File: config.mk
export PLATFORM = sky130hd
export DESIGN_NAME = ssrc_cell
export DESIGN_NICKNAME = d
export VERILOG_FILES = /design/src/hdl/ssrc_pkg.sv /design/src/hdl/ssrc_cell.sv
export SDC_FILE = /design/constraint.sdc
export NUM_CORES = 1
export LEC_CHECK = 0
export BUFFER_PORTS_ARGS = -buffer_cell sky130_fd_sc_hd__buf_2
export CAP_MARGIN = 10
export CORE_ASPECT_RATIO = 1.75
export CORE_MARGIN = 10
export CORE_UTILIZATION = 45
export DETAILED_ROUTE_END_ITERATION = 6
export MAX_ROUTING_LAYER = met4
export PLACE_DENSITY = 0.71
export SKIP_CTS_REPAIR_TIMING = 1
export SKIP_LAST_GASP = 1
export SLEW_MARGIN = 40
export SYNTH_ARGS = -nofsm -noshare
export SYNTH_HDL_FRONTEND = slang
export SYNTH_SLANG_ARGS = --single-unit
File: constraint.sdc
create_clock -name clk -period 6.4 [get_ports clk]
set_input_delay 0.96 -clock clk [delete_from_list [all_inputs] [get_ports clk]]
set_output_delay 0.96 -clock clk [all_outputs]
set_load 0.005 [all_outputs]
File: src/hdl/ssrc_pkg.sv
`timescale 1ns / 1ps
// Shared types and constants for the sorted store rank count unit.
// Used by the entry stage, the cells and the top level; no dependencies.
package ssrc_pkg;

	localparam int CAPACITY_DEF   = 1024;
	localparam int VALUE_BITS_DEF = 10;
	localparam int COUNT_BITS     = 11;
	localparam int OP_BITS        = 2;
	localparam int OUT_DATA_BITS  = 16;

	localparam logic [OP_BITS-1:0] OP_CLEAR  = 2'd0;
	localparam logic [OP_BITS-1:0] OP_INSERT = 2'd1;
	localparam logic [OP_BITS-1:0] OP_QUERY  = 2'd2;

	typedef enum logic [1:0] {
		TK_NOP,
		TK_CLEAR,
		TK_INSERT,
		TK_QUERY
	} tok_kind_t;

	typedef struct packed {
		tok_kind_t kind;
		logic      ovf;
	} tok_ctl_t;

endpackage

File: src/hdl/ssrc_cell.sv
`timescale 1ns / 1ps
// One cell of the sorted chain: holds one stored value and its occupied bit,
// and passes a registered token to its right neighbor; uses ssrc_pkg.
module ssrc_cell import ssrc_pkg::*; #(
	parameter int VALUE_BITS = VALUE_BITS_DEF,
	parameter int CNT_BITS   = $clog2(CAPACITY_DEF + 1)
) (
	input  logic                  clk,
	input  logic                  arst_n,
	input  logic                  advance,
	input  tok_ctl_t              in_ctl,
	input  logic [VALUE_BITS-1:0] in_value,
	input  logic [CNT_BITS-1:0]   in_count,
	output tok_ctl_t              out_ctl,
	output logic [VALUE_BITS-1:0] out_value,
	output logic [CNT_BITS-1:0]   out_count
);

	logic                  occ_q;
	logic [VALUE_BITS-1:0] data_q;
	tok_ctl_t              tok_ctl_q;
	logic [VALUE_BITS-1:0] tok_value_q;
	logic [CNT_BITS-1:0]   tok_count_q;

	logic                  occ_d;
	logic [VALUE_BITS-1:0] data_d;
	tok_ctl_t              ctl_d;
	logic [VALUE_BITS-1:0] value_d;
	logic [CNT_BITS-1:0]   count_d;
	logic                  hit;

	assign hit = occ_q && (data_q <= in_value);

	always_comb begin
		occ_d   = occ_q;
		data_d  = data_q;
		ctl_d   = in_ctl;
		value_d = in_value;
		count_d = in_count;
		unique case (in_ctl.kind)
			TK_CLEAR: begin
				occ_d = 1'b0;
			end
			TK_INSERT: begin
				if (!occ_q) begin
					occ_d      = 1'b1;
					data_d     = in_value;
					ctl_d.kind = TK_NOP;
				end else if (data_q > in_value) begin
					data_d  = in_value;
					value_d = data_q;
				end
			end
			TK_QUERY: begin
				count_d = in_count + CNT_BITS'(hit);
			end
			default: begin
			end
		endcase
	end

	always_ff @(posedge clk or negedge arst_n) begin
		if (!arst_n) begin
			occ_q          <= 1'b0;
			tok_ctl_q.kind <= TK_NOP;
			tok_ctl_q.ovf  <= 1'b0;
		end else if (advance) begin
			occ_q     <= occ_d;
			tok_ctl_q <= ctl_d;
		end
	end

	always_ff @(posedge clk) begin
		if (advance) begin
			data_q      <= data_d;
			tok_value_q <= value_d;
			tok_count_q <= count_d;
		end
	end

	assign out_ctl   = tok_ctl_q;
	assign out_value = tok_value_q;
	assign out_count = tok_count_q;

endmodule
Yosys cells after proc, flatten, opt, wreduce, memory -nomap -nowiden:

Cells that the tools add are included.

* bits in latches: 0
* memories: 0
* memory bits (read-only): 0
* bits in registers: 35
* bits in writable memories: 0

* multipliers: 0
* $add $sub $neg: 1
* bitwise logic cells: 0
* div/mod/pow operators: 0
* multiplexer cells: 9
* equal/unequal tests: 4
* shift-type cells: 0
* reductions and logical operators: 4
* magnitude comparators: 2

Operator list (count)
* $mux W10: 5
* $add A11 B1 Y11: 1
* $mux W11: 1
* $gt A10 B10 Y1: 1
* $le A10 B10 Y1: 1
* $eq A2 B2 Y1 const B: 2
* $mux W2: 2
* $reduce_and A3 Y1: 1
* $eq A2 B1 Y1 const B: 1
* $ne A2 B1 Y1 const B: 1
* $pmux W1 S2: 1
* $reduce_and A2 Y1: 1
* $reduce_bool A2 Y1: 1
* $logic_and A1 B1 Y1: 1

Depth between registers and ports, before layout:

Gate-level depths: netlist of run 1.

* depth after elaboration: 4
* depth in mapped cells: 12

Worst setup path before layout of run 1:

Ideal clock, no wire load.

* path kind: input-to-reg
* from: in in_value[3]
* to: reg tok_count_q[10] (netlist: out_count[10]) (data pin)
* cell stages on the path: 12
* buffers on the path: 0
* arrival: 3.091 ns
* slack: 3.052 ns
* required time: 6.142 ns
* setup time: 0.258 ns
* cells stage by stage: inv_1 > ha_1 > a21o_1 > a21o_1 > a2111oi_1 > o21a_1 > ha_1 > ha_1 > nand4_1 > nor2_1 > nand3_1 > xnor2_1

* word-level cells in the longest chain between the ends: 4

RTL lines
* from (decl): line ssrc_cell.sv:12 `input logic [VALUE_BITS-1:0] in_value,`
* $le A10 B10 Y1: line ssrc_cell.sv:32 `assign hit = occ_q && (data_q <= in_value);`
* $logic_and A1 B1 Y1: line ssrc_cell.sv:32
* $add A11 B1 Y11: line ssrc_cell.sv:55 `count_d = in_count + CNT_BITS'(hit);`
* $mux W11: line ssrc_cell.sv:40 `unique case (in_ctl.kind)`
* net count_d[10]: line ssrc_cell.sv:29 `logic [CNT_BITS-1:0] count_d;`
* to (signal assigned): line ssrc_cell.sv:77 `tok_count_q <= count_d;`
* to (decl): line ssrc_cell.sv:23 `logic [CNT_BITS-1:0] tok_count_q;`

The timed path passes the listed nets, and every way through them passes these cells.
A chain may end at the register's enable or synchronous reset.

Worst setup path after layout of run 1:

* from: in in_value[9]
* to: reg tok_count_q[10] (netlist: out_count[10]) (data pin)

Same word-level chain as after synthesis.

==> results.toml, run 1 <==
[outcome]
status = "completed"

[timing]
tns_ns = 0
min_period_ns = 3.44
hold_viol_final = 0
drv_slew = 0
relSlewSlack_pct = 57.4
skew_ns = 0.00370
max_freq_mhz = 291
hold_ws_ns = 0.471
setup-violations-final = 0
rsz0062_at_grt = "false"
worst_pin_slew_ns = 0.639
finalCritPeriodShare_pct = 53.7

[logic_synthesis]
synthTopCellsByCount = "edfxtp_1, ha_1, inv_1"
synthesis.area_um2 = 1770
postSynth.asyncResetShare_pct = 11.4
yosysTopAreaCell = "edfxtp_1"
synth-seq-cells = 35
synthTopCellsByArea = "edfxtp_1, ha_1, mux2_4, dfrtp_1, xnor2_1"
synthCells = 125
yosys.area.top_type_share_pct = 52.7
synth-seq-area-share_pct = 58.4
yosysUniqueCellTypes = 27
avgSynthCellArea_um2 = 14.1
yosys_warnings = 0
synth_fp_nets = 166
synth_edf_count = 31
yosys_most_used_dff = "edfxtp_1"
synth_most_common_cell = "edfxtp_1"

[route]
drcViolationCount = 0
routed_via_density = 5.08
antenna_left = 0
drt-met1-wl_um = 1210
drt_iter0_markers = 24
met2_length_um = 1970
routedWlPerCell_um = 15.4
drt_wl_total_um = 3530
dr.pass1.iters = 4
wl_met3_um = 273
top_layer_used = "met4"
dr_total_vias = 1164

[cts]
root_buffer = "clkbuf_8"
numCtsBuffers = 5
tritoncts = "built"
clock_latency_ns = 0.28
clockBufferDepth = 2
htreeDepth = 2
cts.sinks = 35
clkTransAtPathRegs_ns = 0.06

[setup_path]
cp_max_fo = 3
r2r-start = "data_q[3]"
worst_setup_path_end_kind = "register"
arrival_ns = 3.48
worstRegToRegCells = 11
cp-endpoint = "out_count[10]"
crit_required_ns = 6.44
crit_type = "input port to register"
r2r_end = "out_count[10]"
startpoint = "in_value[9]"
ff2ff_setup_slack_ns = 3.37
start_kind = "input port"

[floorplanning]
core_um2 = 3830
initial_core_util_pct = 46.1
ios = 51
rows = 30
dieArea_um2 = 6930
die_w_um = 67.3
die_h_um = 103

[placed_design]
dp_cells = 222
gp_congestion = 0.803
dp_hpwl_um = 2850
place_area_um2 = 2060
io_buffer_count = 50

[power_and_ir_drop]
power_density_nw_per_um2 = 224
worst_ir_drop_vdd_v = 0.000133
leakagePower_nw = 0.976

[finish]
area_growth_syn_to_layout_pct = 21.5
drive_gt1_share_pct = 40.3
n_antenna_cell = 0
layout.nets = 222
fill_cells = 353
final_cell_count_no_fill = 229
final_area_um2 = 2140

[worst_hold_path]
hold_class = "input port to asynchronous set/reset pin"

[global_route]
track_usage_pct = 11.3
grt_pass1_wl_um = 5650
grt_max_degree = 29
antenna_found_initial = 0
grt_pass1_vias = 1267
grt_overflow = 0

[flow_run]
maxCapViolCount = 0
## cell families after synthesis
kind of cell / synth area share, %
flops: 58.4
simple gates: 7.58
buf+inv: 3.61
mux: 11.1
fa+ha+maj: 9.92
compound gates: 4.96
xor+xnor: 4.47
## final cells by class
class / count / area [µm²] / share of cell area (%)
Timing Repair Buffer: 50 / 250 / 11.7
Clock inverter: 2 / 8.76 / 0.408
Multi-Input combinational cell: 75 / 673 / 31.4
Clock buffer: 5 / 68.8 / 3.21
Tap cell: 48 / 60.1 / 2.80
Sequential cell: 35 / 1030 / 48.1
Inverter: 14 / 52.6 / 2.45
## worst min-delay path by stage
stage / startpoint / to / depth (start not counted)
6_report: arst_n / out_ctl[1] / 1
5_1_grt: arst_n / out_ctl[1] / 1
4_1_cts: arst_n / out_ctl[1] / 1
3_5_place_dp: out_ctl[0] / out_ctl[0] / 1
3_3_place_gp: out_ctl[0] / out_ctl[0] / 1
2_1_floorplan: out_ctl[0] / out_ctl[0] / 1
## worst max-delay path, stage by stage
cell       delay, ns
buf_2           0.10
inv_1           0.05
ha_1            0.35
a21oi_1         0.20
o21ai_0         0.11
a2111oi_1       0.47
o21a_1          0.24
ha_1            0.20
ha_1            0.18
nand4_1         0.14
nor2_1          0.23
nand3_1         0.13
xnor2_1         0.13
## cell usage in the layout, fill, tap and decap left out, types with 4 or more instances in the layout
cell type	n
mux2_2	4
clkbuf_8	5
buf_2	50
mux2_4	10
nand2_1	8
edfxtp_1	31
dfrtp_1	4
xnor2_1	7
ha_1	14
nand3_1	6
inv_1	14
## through the flow
| stage | util (%) | worst slack, ns | total power [mW] |
|---|---|---|---|
| floorplan | - | 3.05 | 0.306 |
| global placement | 53.9 | 2.78 | 0.337 |
| detailed placement | 53.9 | 2.67 | 0.340 |
| CTS | 55.9 | 2.96 | 0.488 |
| global route | 56.0 | 2.72 | 0.504 |
| finish | 56.0 | 2.96 | 0.480 |
## registers in the layout, summed over array words and instances, names as in the netlist
name,count
data_q,10
occ_q,1
out_count,11
out_ctl,3
out_value,10
## where the power goes
part           internal [mW]  switching [mW]
clock network         0.0723          0.0739
registers              0.265         0.00502
logic                 0.0318          0.0317
total                  0.369           0.111
## metal layers
metal  up-vias  GRT usage (%)
met5         -              -
met3         7           4.03
met1       555           9.48
met4         0           6.19
met2        34           20.5
li1        568              -
(Power assumes the default switching activity.)
==> inputs of run 2 (changes only) <==
==> constraint.sdc (replaced) <==
create_clock -name clk -period 3.45 [get_ports clk]
set_input_delay 0.5175 -clock clk [delete_from_list [all_inputs] [get_ports clk]]
set_output_delay 0.5175 -clock clk [all_outputs]
set_load 0.005 [all_outputs]
==> results.toml, run 2 (same netlist as run 1, synthesis figures left out) <==
[route]
drt_wl_total_um = 3700
antenna_left = 0
drcViolationCount = 0
drt_iter0_markers = 32
dr_total_vias = 1193
dr.pass1.iters = 4
routed_via_density = 5.14
routedWlPerCell_um = 15.9

[cts]
cts.sinks = 35
tritoncts = "built"
clockBufferDepth = 2
htreeDepth = 2
root_buffer = "clkbuf_8"
clkTransAtPathRegs_ns = 0.07
clock_latency_ns = 0.29
numCtsBuffers = 5

[floorplanning]
initial_core_util_pct = 46.1
ios = 51
die_w_um = 67.3
core_um2 = 3830
dieArea_um2 = 6930
rows = 30
die_h_um = 103

[setup_path]
start_kind = "register"
worst_setup_path_end_kind = "register"
crit_required_ns = 3.49
crit_type = "register to register"
cp_max_fo = 3
arrival_ns = 3.12

[finish]
final_area_um2 = 2190
largest_reg_flops = 11
layout_commonest_cell = "buf_2"
layout_common_cells = "buf_2, edfxtp_1, inv_1, ha_1, mux2_4"
n_antenna_cell = 0
drive_gt1_share_pct = 40.8
layout.nets = 224
area_growth_syn_to_layout_pct = 23.9

[power_and_ir_drop]
leakagePower_nw = 1.00
intPower_uw = 763
power_density_nw_per_um2 = 446
p_clk_share_pct = 36.5
worst_ir_drop_vdd_v = 0.000415
p_seq_share_pct = 51.3
pwr-share-comb_pct = 12.2
p_switching_uw = 213
swShare_pct = 21.8

[placed_design]
io_buffer_count = 50
gp_congestion = 0.805
dp_hpwl_um = 2940
place_area_um2 = 2080

[outcome]
status = "completed"

[flow_run]
maxCapViolCount = 0

[timing]
max_freq_mhz = 324
worst_pin_slew_ns = 0.604
finalCritPeriodShare_pct = 89.4
drv_slew = 0
tns_ns = 0
min_period_ns = 3.08
skew_ns = 0.00486
hold_ws_ns = 0.0238
setup-violations-final = 0
rsz0062_at_grt = "false"
relSlewSlack_pct = 59.8
hold_viol_final = 0

[global_route]
grt_pass1_vias = 1247
grt_overflow = 0
track_usage_pct = 11.4
antenna_found_initial = 0
grt_max_degree = 29
grt_pass1_wl_um = 5730

[worst_hold_path]
hold_class = "input port to asynchronous set/reset pin"
## run 2: final cells by class
type | count | area, µm²
Timing Repair Buffer | 52 | 265
Tap cell | 48 | 60.1
Inverter | 14 | 52.6
Clock buffer | 5 | 68.8
Sequential cell | 35 | 1030
Clock inverter | 3 | 38.8
Fill cell | 356 | 1640
Multi-Input combinational cell | 75 | 671
## run 2: metrics by stage
step,setup slack (ns),instances,util [%],power [mW]
after floorplan,0.544,125,-,0.568
after global placement,0.260,224,54.3,0.625
after detailed placement,0.104,224,54.3,0.632
after CTS,0.341,232,57.1,0.992
after global routing,0.151,232,57.1,1.02
final,0.365,232,57.1,0.975
## run 2: path summary, 6_finish.rpt
check	start	to	slack, ns	cells past startpoint
min reg2reg	out_ctl[0]	out_ctl[0]	0.51	1
min	arst_n	out_ctl[2]	0.02	1
min in group clk	in_value[1]	data_q[1]	0.44	1
max	data_q[9]	out_count[10]	0.37	11
max in group asynchronous	arst_n	occ_q	3.31	1
max reg2reg	data_q[9]	out_count[10]	0.37	11
## run 2: power by group through the flow
stage / Combinational (mW) / Clock [mW] / Sequential [mW]
after global routing: 0.133 / 0.385 / 0.503
final: 0.119 / 0.356 / 0.501
after global placement: 0.117 / 0 / 0.509
after CTS: 0.122 / 0.369 / 0.501
after detailed placement: 0.122 / 0 / 0.510
after floorplan: 0.0563 / 0 / 0.512
## run 2: per-layer routing
layer	share of wire, %	vias to the layer above	routed length (µm)	global-route usage [%]
met5	0	-	0	-
met4	2.0	0	75	5.71
met3	6.9	8	256	4.03
met2	58	38	2140	20.7
met1	33	578	1230	9.89
li1	-	569	-	-
## run 2: worst max-delay path, cell delays in order (launching register included)
cell	delay (ns)
edfxtp_1	0.42
ha_1	0.35
a21oi_1	0.19
o21ai_0	0.11
a2111oi_1	0.50
o21a_1	0.22
ha_1	0.19
ha_1	0.18
nand4_1	0.15
nor2_1	0.24
nand3_1	0.13
xnor2_1	0.15
