<file path="src/hdl/ssrc_pkg.sv">
`timescale 1ns / 1ps
// Shared types and constants for the sorted store rank count unit.
// Used by the entry stage, the cells and the top level; no dependencies.
package ssrc_pkg;

	localparam int CAPACITY_DEF   = 1024;
	localparam int VALUE_BITS_DEF = 10;
	localparam int COUNT_BITS     = 11;
	localparam int OP_BITS        = 2;
	localparam int OUT_DATA_BITS  = 16;

	localparam logic [OP_BITS-1:0] OP_CLEAR  = 2'd0;
	localparam logic [OP_BITS-1:0] OP_INSERT = 2'd1;
	localparam logic [OP_BITS-1:0] OP_QUERY  = 2'd2;

	typedef enum logic [1:0] {
		TK_NOP,
		TK_CLEAR,
		TK_INSERT,
		TK_QUERY
	} tok_kind_t;

	typedef struct packed {
		tok_kind_t kind;
		logic      ovf;
	} tok_ctl_t;

endpackage

</file>
<file path="src/hdl/ssrc_entry.sv">
`timescale 1ns / 1ps
// Entry stage: turns accepted input beats into tokens for the cell chain.
// Keeps the occupancy count and sticky overflow flag; uses ssrc_pkg.
module ssrc_entry import ssrc_pkg::*; #(
	parameter int CAPACITY   = CAPACITY_DEF,
	parameter int VALUE_BITS = VALUE_BITS_DEF,
	parameter int CNT_BITS   = $clog2(CAPACITY + 1)
) (
	input  logic                  clk,
	input  logic                  arst_n,
	input  logic                  accept,
	input  logic [OP_BITS-1:0]    op,
	input  logic [VALUE_BITS-1:0] value,
	output tok_ctl_t              tok_ctl,
	output logic [VALUE_BITS-1:0] tok_value,
	output logic [CNT_BITS-1:0]   tok_count
);

	logic [CNT_BITS-1:0] occ_q;
	logic                ovf_q;
	logic                full;

	assign full = (occ_q == CNT_BITS'(CAPACITY));

	always_ff @(posedge clk or negedge arst_n) begin
		if (!arst_n) begin
			occ_q <= '0;
			ovf_q <= 1'b0;
		end else if (accept) begin
			unique case (op)
				OP_CLEAR: begin
					occ_q <= '0;
					ovf_q <= 1'b0;
				end
				OP_INSERT: begin
					if (full) begin
						ovf_q <= 1'b1;
					end else begin
						occ_q <= occ_q + CNT_BITS'(1);
					end
				end
				default: begin
				end
			endcase
		end
	end

	always_comb begin
		tok_ctl.kind = TK_NOP;
		tok_ctl.ovf  = ovf_q;
		if (accept) begin
			unique case (op)
				OP_CLEAR:  tok_ctl.kind = TK_CLEAR;
				OP_INSERT: tok_ctl.kind = full ? TK_NOP : TK_INSERT;
				OP_QUERY:  tok_ctl.kind = TK_QUERY;
				default:   tok_ctl.kind = TK_NOP;
			endcase
		end
	end

	assign tok_value = value;
	assign tok_count = '0;

endmodule

</file>
<file path="config.mk">
export PLATFORM = sky130hd
export DESIGN_NAME = ssrc_entry
export DESIGN_NICKNAME = d
export VERILOG_FILES = /design/src/hdl/ssrc_pkg.sv /design/src/hdl/ssrc_entry.sv
export SDC_FILE = /design/constraint.sdc
export NUM_CORES = 1
export LEC_CHECK = 0
export BUFFER_PORTS_ARGS = -buffer_cell sky130_fd_sc_hd__buf_4
export CORE_UTILIZATION = 35
export DETAILED_ROUTE_END_ITERATION = 8
export GPL_ROUTABILITY_DRIVEN = 1
export HOLD_SLACK_MARGIN = 0.02
export PLACE_DENSITY = 0.74
export SLEW_MARGIN = 20
export SYNTH_ARGS = -nofsm -noshare
export SYNTH_HDL_FRONTEND = slang
export SYNTH_SLANG_ARGS = --single-unit
</file>
<file path="constraint.sdc">
create_clock -name clk -period 2.3 [get_ports clk]
set_input_delay 0.46 -clock clk [delete_from_list [all_inputs] [get_ports clk]]
set_output_delay 0.46 -clock clk [all_outputs]
set_load 0.1 [all_outputs]
</file>
After elaboration in Yosys (flattened, before gate mapping)
Cells that the tools add are included.

word-level totals
  register bits after elaboration = 12
  output and inout bits = 24
  logic and storage cells = 19

cells by class
  add/subtract/negate cells = 1
  eq/ne operators = 5
  mux-type cells = 7
  reduce and logical (&&, ||, !) cells = 4

operator list
  cell                                                              count
  11-bit case mux with 2 select lines                               1
  11-bit by 1-bit adder with 11-bit output (second input constant)  1
  11-bit == test (second input constant)                            1
  11-bit two-way mux                                                1
  2-bit case mux with 3 select lines                                1
  3-bit AND reduction                                               2
  2-bit two-way mux                                                 2
  2-bit != test (second input constant)                             2
  2-bit by 1-bit == test with 1-bit output (second input constant)  1
  2-bit == test (second input constant)                             1
  2-bit zero test                                                   1
  1-bit case mux with 2 select lines                                1
  2-bit nonzero test                                                1
  1-bit two-way mux                                                 1

Depth between registers and ports, before layout
Gate-level depths: netlist of the first run.

  depth after elaboration = 4
  depth in mapped cells = 7
  depth with buffers taken out = 6

Worst setup path before layout of the first run
Ideal clock, no wire load.

  path type = input-to-output
  start point = input op[0]
  end point = output tok_ctl[2] (netlist bit)
  arrival time = 2.657 ns
  path slack = -0.817 ns
  stages on the path = 3
  cells stage by stage = nor2b_1 nand2_1 nand2_1

RTL lines
  item         RTL line          text
  from (decl)  ssrc_entry.sv:12  input logic [OP_BITS-1:0] op,
  to (decl)    ssrc_entry.sv:14  output tok_ctl_t tok_ctl,

==> flow_summary.yaml, run 1 <==
global_route:
  grt_pass1_vias: 669
  wire_length_of_the_first_global_routing_pass_um: 2898
  maximum_number_of_pins_on_one_net_before_global_route_repair: 13
  grtUsageTotal: 0.1447
  grt_overflow: 0
  grt_antenna_before_repair: 0
worst_hold_path:
  hold_path_class: "flip-flop to flip-flop"
  worst_hold_path.endpoint: "occ_q[10]"
  hold_path_startpoint: "occ_q[10]"
  hold_depth: 1
synth:
  syn-mean-instance-area_um2: 8.698
  yosys_most_used_dff: "sky130_fd_sc_hd__dfrtp_1"
  async_flop_share: 1.000
  post_synth_edffs: 0
  yosys_warnings: 0
  fraction_of_post_synthesis_cell_area_in_the_top_cell_type_by_area: 0.3320
  synth_top_cells_by_area: "sky130_fd_sc_hd__dfrtp_1, sky130_fd_sc_hd__buf_4, sky130_fd_sc_hd__a21oi_1"
  synth_area_leader_cell: "sky130_fd_sc_hd__dfrtp_1"
  synth_cell_type_count: 33
  ys_ff_latch: 12
  synth.yosys.seq_area_share: 0.3320
  syn_inst: 104
  post_syn_area_um2: 904.6
drt:
  drcViolationCount: 0
  routed_via_density: 5.102
  drt_iter0_drc: 19
  wl_um: 1820
  route.detailed.wl_per_inst_um: 13.28
  drtPass1Iterations: 4
  postRouteAntennaNets: 0
  via_count: 699
clock_network:
  maximum_clock_path_buffer_count: 2
  clock_tree.htree_level_count: 1
  cts.root.buffer_cell: "sky130_fd_sc_hd__clkbuf_4"
  worst_setup_hold_path_clk_slew_ps: 80
  cts.sink_count: 12
  clk_latency_ps: 280
  cts_buffers: 3
  cts_tree: "built"
sta:
  rsz0062_at_grt: "true"
  final_min_period_over_clock_period: 0.9967
  final.hold.worst_slack_ps: 487.9
  clock_skew_ps: 11.40
  finalSetupViolCount: 0
  totalNegativeSetupSlack_ps: 0
  finalWorstPathRequiredPeriod_ps: 2292
  clock.fmax_ghz: 0.4362
  maxSlewViolCount: 0
  final_hold_viol_count: 0
worst_setup_path:
  worstReg2RegStart: "occ_q[8]"
  critical_path_class: "flip-flop to primary output"
  worst_setup_path_start_kind: "flip-flop"
  timing.reg2reg.setup_slack_ps: 260
  crit_path_end_kind: "primary output"
  r2r-end: "occ_q[4]"
  r2r.worst_path.cells: 5
  critical_path.max_fanout: 5
  cp_data_required_time_ps: 1840
  worstPathArrival_ps: 1830
layout:
  layout-drive-gt1-share: 0.2243
  stdcell_count: 137
  antenna-diode-count: 0
  layout.cell_area.non_filler_um2: 967.2
  multiInputGateArea_um2: 469.2
  layout.filler_cells: 254
  count_of_nets_after_finishing: 126
  area.growth.synth_to_final_pct: 6.916
  most-common-layout-cells: "sky130_fd_sc_hd__buf_4, sky130_fd_sc_hd__dfrtp_1, sky130_fd_sc_hd__conb_1"
  area.sequential_um2: 300.3
floorplan:
  floorplan.die_area_um2: 2792
  die_h_um: 52.84
  design.portCount: 39
  die_w_um: 52.84
  core_area_um2: 2455
  rows: 18
  floorplan.initialDensity: 0.3685
power_and_ir_drop:
  worst_ir_drop_vdd_mv: 0.3409
  leakage_nw: 0.4499
  totalPowerFinal_uw: 531.1
  p_per_area_nw_per_um2: 549.2
outcome:
  outcome: "completed"
placed_design:
  placed_cell_area_um2: 905.9
  numPortBuffers: 7
  place_inst: 132
  globalplace.congestion: 0.8746
  place_hpwl_um: 1363
job:
  drv_cap: 0
==> cell families after synthesis <==
group,count (synthesis),share of synthesized area
and+or+nand+nor,32,0.2006
buffers and inverters,30,0.2254
AOI/OAI and AO/OA,26,0.1992
DFF,12,0.3320
adders and majority gates,2,0.02766
muxes,1,0.01107
other,1,0.004145
==> critical path, cell delays in order (launching register included) <==
cell,delay [ps]
sky130_fd_sc_hd__dfrtp_1,430
sky130_fd_sc_hd__or4_4,580
sky130_fd_sc_hd__o311ai_4,290
sky130_fd_sc_hd__nand2_4,70
sky130_fd_sc_hd__buf_8,180
==> per-layer routing <==
layer  global-route usage  vias to the layer above  wire length (µm)
li1                     -                      341                 -
met1               0.1542                      331               806
met2               0.2574                       25               896
met3              0.04348                        2                98
met4              0.06579                        0                19
met5                    0                        -                 0
==> synthesized netlist by cell type, types with 3 or more instances <==
| library cell | number |
|---|---|
| sky130_fd_sc_hd__nand2_1 | 8 |
| sky130_fd_sc_hd__and2_1 | 3 |
| sky130_fd_sc_hd__a21oi_1 | 10 |
| sky130_fd_sc_hd__nand4_1 | 3 |
| sky130_fd_sc_hd__dfrtp_1 | 12 |
| sky130_fd_sc_hd__inv_1 | 5 |
| sky130_fd_sc_hd__buf_4 | 22 |
| sky130_fd_sc_hd__nor2b_1 | 3 |
| sky130_fd_sc_hd__o21ai_0 | 5 |
==> metrics by stage <==
step	setup WS, ps	util
final	7.619	0.3940
after CTS	3.187	0.3925
after global placement	195.3	0.3690
after global routing	-54.55	0.3940
after floorplan	18.93	-
after detailed placement	152.0	0.3690
==> power by group <==
group          leakage, nW  switching, mW  internal, mW
clock               0.0138         0.0737        0.0607
combinational        0.271          0.133        0.0346
sequential           0.166        0.00971         0.219
==> layout make-up <==
class	instances	area share
multi-input combinational	72	0.4851
tap	30	0.03881
clock buffer	3	0.02329
inverter	6	0.02329
sequential	12	0.3105
timing repair buffer	14	0.1190
==> how the worst max path moves through the flow <==
stage / startpoint / end / slack [ps] / cells after the start
floorplan: accept / tok_ctl[2] / 20 / 3
global placement: occ_q[2] / tok_ctl[2] / 200 / 4
detailed placement: occ_q[2] / tok_ctl[2] / 150 / 4
CTS: occ_q[9] / tok_ctl[2] / 3 / 4
global route: occ_q[9] / tok_ctl[2] / -50 / 4
finish: occ_q[9] / tok_ctl[2] / 8 / 4
==> repair_timing <==
item	4_1_cts	5_1_grt
endpoints found under the hold margin	12	0
hold buffers	1	0
gates resized for setup	3	1
buffers inserted	1	0
endpoints found under the setup margin	1	1
pin swaps	2	0
==> sequential cells by signal (all words and copies together) (netlist names) <==
| name | count |
|---|---|
| ovf_q | 1 |
| occ_q | 11 |
Note: power is estimated with default switching activity, not from simulation.
==> run 2, diff against run 1 <==
--- a/config.mk
+++ b/config.mk
@@ -5,12 +5,13 @@
 export SDC_FILE = /design/constraint.sdc
 export NUM_CORES = 1
 export LEC_CHECK = 0
+export ABC_AREA = 1
 export BUFFER_PORTS_ARGS = -buffer_cell sky130_fd_sc_hd__buf_4
 export CORE_UTILIZATION = 35
 export DETAILED_ROUTE_END_ITERATION = 8
 export GPL_ROUTABILITY_DRIVEN = 1
 export HOLD_SLACK_MARGIN = 0.02
-export PLACE_DENSITY = 0.74
+export PLACE_DENSITY = 0.73
 export SLEW_MARGIN = 20
 export SYNTH_ARGS = -nofsm -noshare
 export SYNTH_HDL_FRONTEND = slang
==> run 2 against run 1 <==
Power rose by 5.1%. Clock skew fell by 10 ps. Combinational power decreased by 7%. Synthesized cell count up 35%. Highest routed layer is now met3.
==> flow_summary.yaml, run 2 <==
worst_setup_path:
  cp_data_required_time_ps: 1840
  crit_path_end_kind: "primary output"
  r2r.worst_path.cells: 8
  critical_path.max_fanout: 5
  critPathSlowestCell: "sky130_fd_sc_hd__dfrtp_1"
  worstPathCellList: "inv_1, ha_1, nand3_1, o21ai_0, o21ai_2, buf_4"
  critPathMaxStageDelay_ps: 410
  worstPathArrival_ps: 1660
  worst_setup_path_start_kind: "flip-flop"
  critical_path_class: "flip-flop to primary output"
layout:
  layout.cell_area.non_filler_um2: 968.4
  largest_register_ffs: 11
  count_of_nets_after_finishing: 156
  antenna-diode-count: 0
  most-common-layout-cells: "sky130_fd_sc_hd__nand2_1, sky130_fd_sc_hd__nand3_1, sky130_fd_sc_hd__nor2_1, sky130_fd_sc_hd__dfrtp_1, sky130_fd_sc_hd__conb_1"
  max_flop_register: "occ_q"
  layout.filler_cells: 268
  layout-drive-gt1-share: 0.1232
  reg.largest.list: "occ_q: 11 flops, ovf_q: 1 flops"
  area.growth.synth_to_final_pct: 0.9127
  mostFrequentLayoutCell: "sky130_fd_sc_hd__nand2_1"
sta:
  clock_skew_ps: 1.139
  rsz0062_at_grt: "false"
  final_min_period_over_clock_period: 0.9228
  finalSetupViolCount: 0
  totalNegativeSetupSlack_ps: 0
  finalWorstPathRequiredPeriod_ps: 2123
  clock.fmax_ghz: 0.4711
  final_hold_viol_count: 0
  maxSlewViolCount: 0
placed_design:
  place_hpwl_um: 1267
  globalplace.congestion: 0.8470
  placed_cell_area_um2: 922.1
  numPortBuffers: 7
clock_network:
  clk_latency_ps: 280
  cts.sink_count: 12
  cts_buffers: 3
  cts_tree: "built"
  cts_resized: 0
  clock_tree.htree_level_count: 1
  worst_setup_hold_path_clk_slew_ps: 80
  cts.root.buffer_cell: "sky130_fd_sc_hd__clkbuf_4"
  maximum_clock_path_buffer_count: 2
synth:
  synth.yosys.seq_area_share: 0.3129
  post_synth_most_frequent_cells: "sky130_fd_sc_hd__nand2_1, sky130_fd_sc_hd__buf_4, sky130_fd_sc_hd__nand3_1"
  synth_area_leader_cell: "sky130_fd_sc_hd__dfrtp_1"
  ys_ff_latch: 12
  post_syn_area_um2: 959.7
  post_synth_edffs: 0
  syn_inst: 140
  synth_cell_type_count: 19
  syn-mean-instance-area_um2: 6.855
  async_flop_share: 1.000
  synth_top_cells_by_area: "sky130_fd_sc_hd__dfrtp_1, sky130_fd_sc_hd__buf_4, sky130_fd_sc_hd__nand2_1"
  yosys_most_used_dff: "sky130_fd_sc_hd__dfrtp_1"
  synthMostInstantiatedCell: "sky130_fd_sc_hd__nand2_1"
  yosys_warnings: 0
  fraction_of_post_synthesis_cell_area_in_the_top_cell_type_by_area: 0.3129
global_route:
  grt_pass1_vias: 649
  maximum_number_of_pins_on_one_net_before_global_route_repair: 13
  wire_length_of_the_first_global_routing_pass_um: 2801
  grtUsageTotal: 0.1326
  grt_antenna_before_repair: 0
  grt_overflow: 0
drt:
  wl_um: 1677
  route.detailed.wl_per_inst_um: 9.982
  postRouteAntennaNets: 0
  drtPass1Iterations: 4
  drcViolationCount: 0
  via_count: 783
  routed_via_density: 4.661
  drt_iter0_drc: 15
power_and_ir_drop:
  p_per_area_nw_per_um2: 576.6
  leakage_nw: 0.5348
  worst_ir_drop_vdd_mv: 0.3330
floorplan:
  die_h_um: 54.37
  floorplan.initialDensity: 0.3771
  die_w_um: 54.37
  rows: 18
  core_area_um2: 2545
  design.portCount: 39
  floorplan.die_area_um2: 2956
worst_hold_path:
  hold_depth: 3
  hold_path_class: "input pin to flip-flop"
outcome:
  outcome: "completed"
job:
  drv_cap: 0
-- run 2: repair_timing --
action	CTS	global route
hold buffers	1	0
buffers inserted	0	0
hold endpoints to repair	12	0
-- run 2: layer usage --
metal / vias up / track usage / routed length, µm
met5: - / 0 / 0
met4: 0 / 0.04274 / 0
met3: 0 / 0.05556 / 143
met2: 37 / 0.1992 / 772
met1: 342 / 0.1706 / 762
li1: 404 / - / -
-- run 2: logic make-up after synthesis --
group	Yosys count	share of synthesized area
AO/OA/AOI/OAI	4	0.02347
XOR/XNOR	4	0.03651
adder cells (fa/ha/maj)	2	0.02607
buffers and inverters	34	0.2230
flip-flops	12	0.3129
other	1	0.003908
AND/OR/NAND/NOR	83	0.3742
-- run 2: critical path, delay by kind of cell, from the launching register on --
kind                       cells  cell delay (ps)
DFF                            1              410
adders and majority gates      1              210
buffers and inverters          2              380
and+or+nand+nor                1              110
AOI/OAI and AO/OA              2              270
-- run 2: path summary, 6_finish.rpt --
path	from	end	slack (ps)
worst max-delay path	occ_q[0]	tok_ctl[2]	180
worst min-delay path	accept	occ_q[4]	500
worst max register to register	occ_q[0]	occ_q[2]	770
worst min register to register	occ_q[10]	occ_q[10]	520
max in group asynchronous	arst_n	occ_q[7]	1600
min in group asynchronous	arst_n	occ_q[0]	550
-- run 2: where the power goes --
group	switching, mW	total [mW]	leakage [nW]	internal (mW)
Clock	0.0762	0.173	0.0210	0.0963
Sequential	0.0110	0.230	0.166	0.219
Combinational	0.131	0.156	0.348	0.0249
Total	0.219	0.558	0.535	0.340
-- run 2: through the flow --
step	hold slack (ps)	instances	total power [mW]	setup slack [ps]	utilization
floorplan	164.4	150	0.4621	157.7	-
global placement	306.7	163	0.3855	362.7	0.3623
detailed placement	311.1	163	0.3887	283.2	0.3623
CTS	502.8	168	0.5601	183.4	0.3805
global route	501.2	168	0.5897	61.39	0.3805
finish	502.4	168	0.5584	177.5	0.3805
-- run 2: cell type report --
| type | instances | area (µm²) | area share |
|---|---|---|---|
| clock buffers | 4 | 36.28 | 0.03747 |
| inverters | 10 | 37.54 | 0.03876 |
| repair buffers | 8 | 62.56 | 0.06460 |
| well taps | 30 | 37.54 | 0.03876 |
| multi-input cells | 104 | 494.2 | 0.5103 |
| flip-flops and latches | 12 | 300.3 | 0.3101 |
==> run 3, diff against run 2 <==
==> constraint.sdc (replaced) <==
create_clock -name clk -period 2.3 [get_ports clk]
set_input_delay 0.46 -clock clk [delete_from_list [all_inputs] [get_ports clk]]
set_output_delay 0.46 -clock clk [all_outputs]
set_load 0.005 [all_outputs]
==> run 3 against run 2 <==
Global-route usage rose by 1.1 points. Critical endpoint unchanged. Highest routed layer is now met4. Fmax rose by 6.1%. Critical path depth unchanged. Sequential cell count unchanged. Combinational power decreased by 58%. Die area is the same.
==> flow_summary.yaml, run 3 (synthesized netlist as in run 2, its figures left out) <==
outcome:
  outcome: "completed"
drt:
  wl_um: 1793
  route.detailed.wl_per_inst_um: 10.67
  drtPass1Iterations: 4
  drcViolationCount: 0
  routed_via_density: 4.774
  drt_iter0_drc: 10
  postRouteAntennaNets: 0
  via_count: 802
sta:
  final_min_period_over_clock_period: 0.8698
  totalNegativeSetupSlack_ps: 0
  clock_skew_ps: 6.183
  clock.fmax_ghz: 0.4999
  finalWorstPathRequiredPeriod_ps: 2001
  final_hold_viol_count: 0
  final.hold.worst_slack_ps: 499.4
  finalSetupViolCount: 0
  maxSlewViolCount: 0
  final.setup.worst_slack_ps: 299.5
  rsz0062_at_grt: "false"
layout:
  finish.utilization: 0.3761
  antenna-diode-count: 0
  count_of_nets_after_finishing: 156
  largest_register_ffs: 11
  reg.largest.list: "occ_q: 11 flops, ovf_q: 1 flops"
  stdcell_count: 168
  layout-drive-gt1-share: 0.1087
  most-common-layout-cells: "sky130_fd_sc_hd__nand2_1, sky130_fd_sc_hd__nand3_1, sky130_fd_sc_hd__nor2_1"
  area.growth.synth_to_final_pct: -0.2607
  max_flop_register: "occ_q"
  mostFrequentLayoutCell: "sky130_fd_sc_hd__nand2_1"
  layout.cell_area.non_filler_um2: 957.2
placed_design:
  placed_cell_area_um2: 910.9
  place_inst: 163
  numPortBuffers: 7
  dp_slack_ps: 464.0
  globalplace.congestion: 0.8212
  place_hpwl_um: 1378
worst_setup_path:
  timing.critical_path.buf_inv: 2
  critical_path_class: "flip-flop to primary output"
  cp_data_required_time_ps: 1840
  critical_path.max_fanout: 5
  worst_path_most_repeated_cell: "sky130_fd_sc_hd__o21ai_0"
  critPathMaxStageDelay_ps: 420
  crit_path_end_kind: "primary output"
  worstPathCellList: "inv_1, ha_1, nand3_1, o21ai_0, o21ai_0, buf_4"
  worstPathArrival_ps: 1540
  worst_setup_path_start_kind: "flip-flop"
  critical_path.top_delay_family: "flip-flops"
  critPathSlowestCell: "sky130_fd_sc_hd__dfrtp_1"
job:
  drv_cap: 0
floorplan:
  core_area_um2: 2545
  die_h_um: 54.37
  rows: 18
  floorplan.die_area_um2: 2956
  die_w_um: 54.37
  design.portCount: 39
  floorplan.initialDensity: 0.3771
power_and_ir_drop:
  totalPowerFinal_uw: 468.4
  leakage_nw: 0.5324
  worst_ir_drop_vdd_mv: 0.3520
  p_per_area_nw_per_um2: 489.4
global_route:
  grt_overflow: 0
  grt_pass1_vias: 708
  grt_antenna_before_repair: 0
  grtUsageTotal: 0.1440
  wire_length_of_the_first_global_routing_pass_um: 3015
  maximum_number_of_pins_on_one_net_before_global_route_repair: 13
clock_network:
  maximum_clock_path_buffer_count: 2
  cts_buffers: 3
  cts.sink_count: 12
  clk_latency_ps: 280
  cts_tree: "built"
  clock_tree.htree_level_count: 1
  post-cts-setup-buffer-count: 0
  worst_setup_hold_path_clk_slew_ps: 80
  cts.root.buffer_cell: "sky130_fd_sc_hd__clkbuf_4"
worst_hold_path:
  hold_path_class: "input pin to flip-flop"
run 3: repair_timing:
action                                  4_1_cts  5_1_grt
hold buffers                                  1        0
endpoints found under the hold margin        12        0
endpoints found under the setup margin        0        0
gates resized for setup                       0        0
run 3: worst min-delay path: stages:
cell and delay, ps:
sky130_fd_sc_hd__buf_4 160, sky130_fd_sc_hd__nand3_1 90, sky130_fd_sc_hd__nand2_1 50
run 3: layer usage:
layer  vias up  GRT usage  part of all wire
li1        400          -                 -
met1       380     0.1837              0.43
met2        20     0.2154              0.51
met3         2    0.05833             0.059
met4         0    0.05556            0.0028
met5         -          0                 0
run 3: where the power goes:
group | internal (mW) | switching, mW
clock | 0.0964 | 0.0774
sequential | 0.219 | 0.0109
combinational | 0.0239 | 0.0411
run 3: cell type report:
cell class / count / area, µm²
Fill cell: 283 / 1588
Tap cell: 30 / 37.54
Inverter: 10 / 37.54
Clock buffer: 4 / 36.28
Sequential cell: 12 / 300.3
Multi-Input combinational cell: 104 / 483.0
Timing Repair Buffer: 8 / 62.56
run 3: worst paths after layout:
kind	from	slack (ps)	to	cells after the start
setup / recovery	occ_q[0]	300	tok_ctl[2]	6
hold reg to reg	occ_q[10]	530	occ_q[10]	2
max in group asynchronous	arst_n	1590	occ_q[5]	2
min in group asynchronous	arst_n	550	occ_q[7]	2
setup reg to reg	occ_q[0]	760	occ_q[0]	8
hold / removal	accept	500	occ_q[10]	3
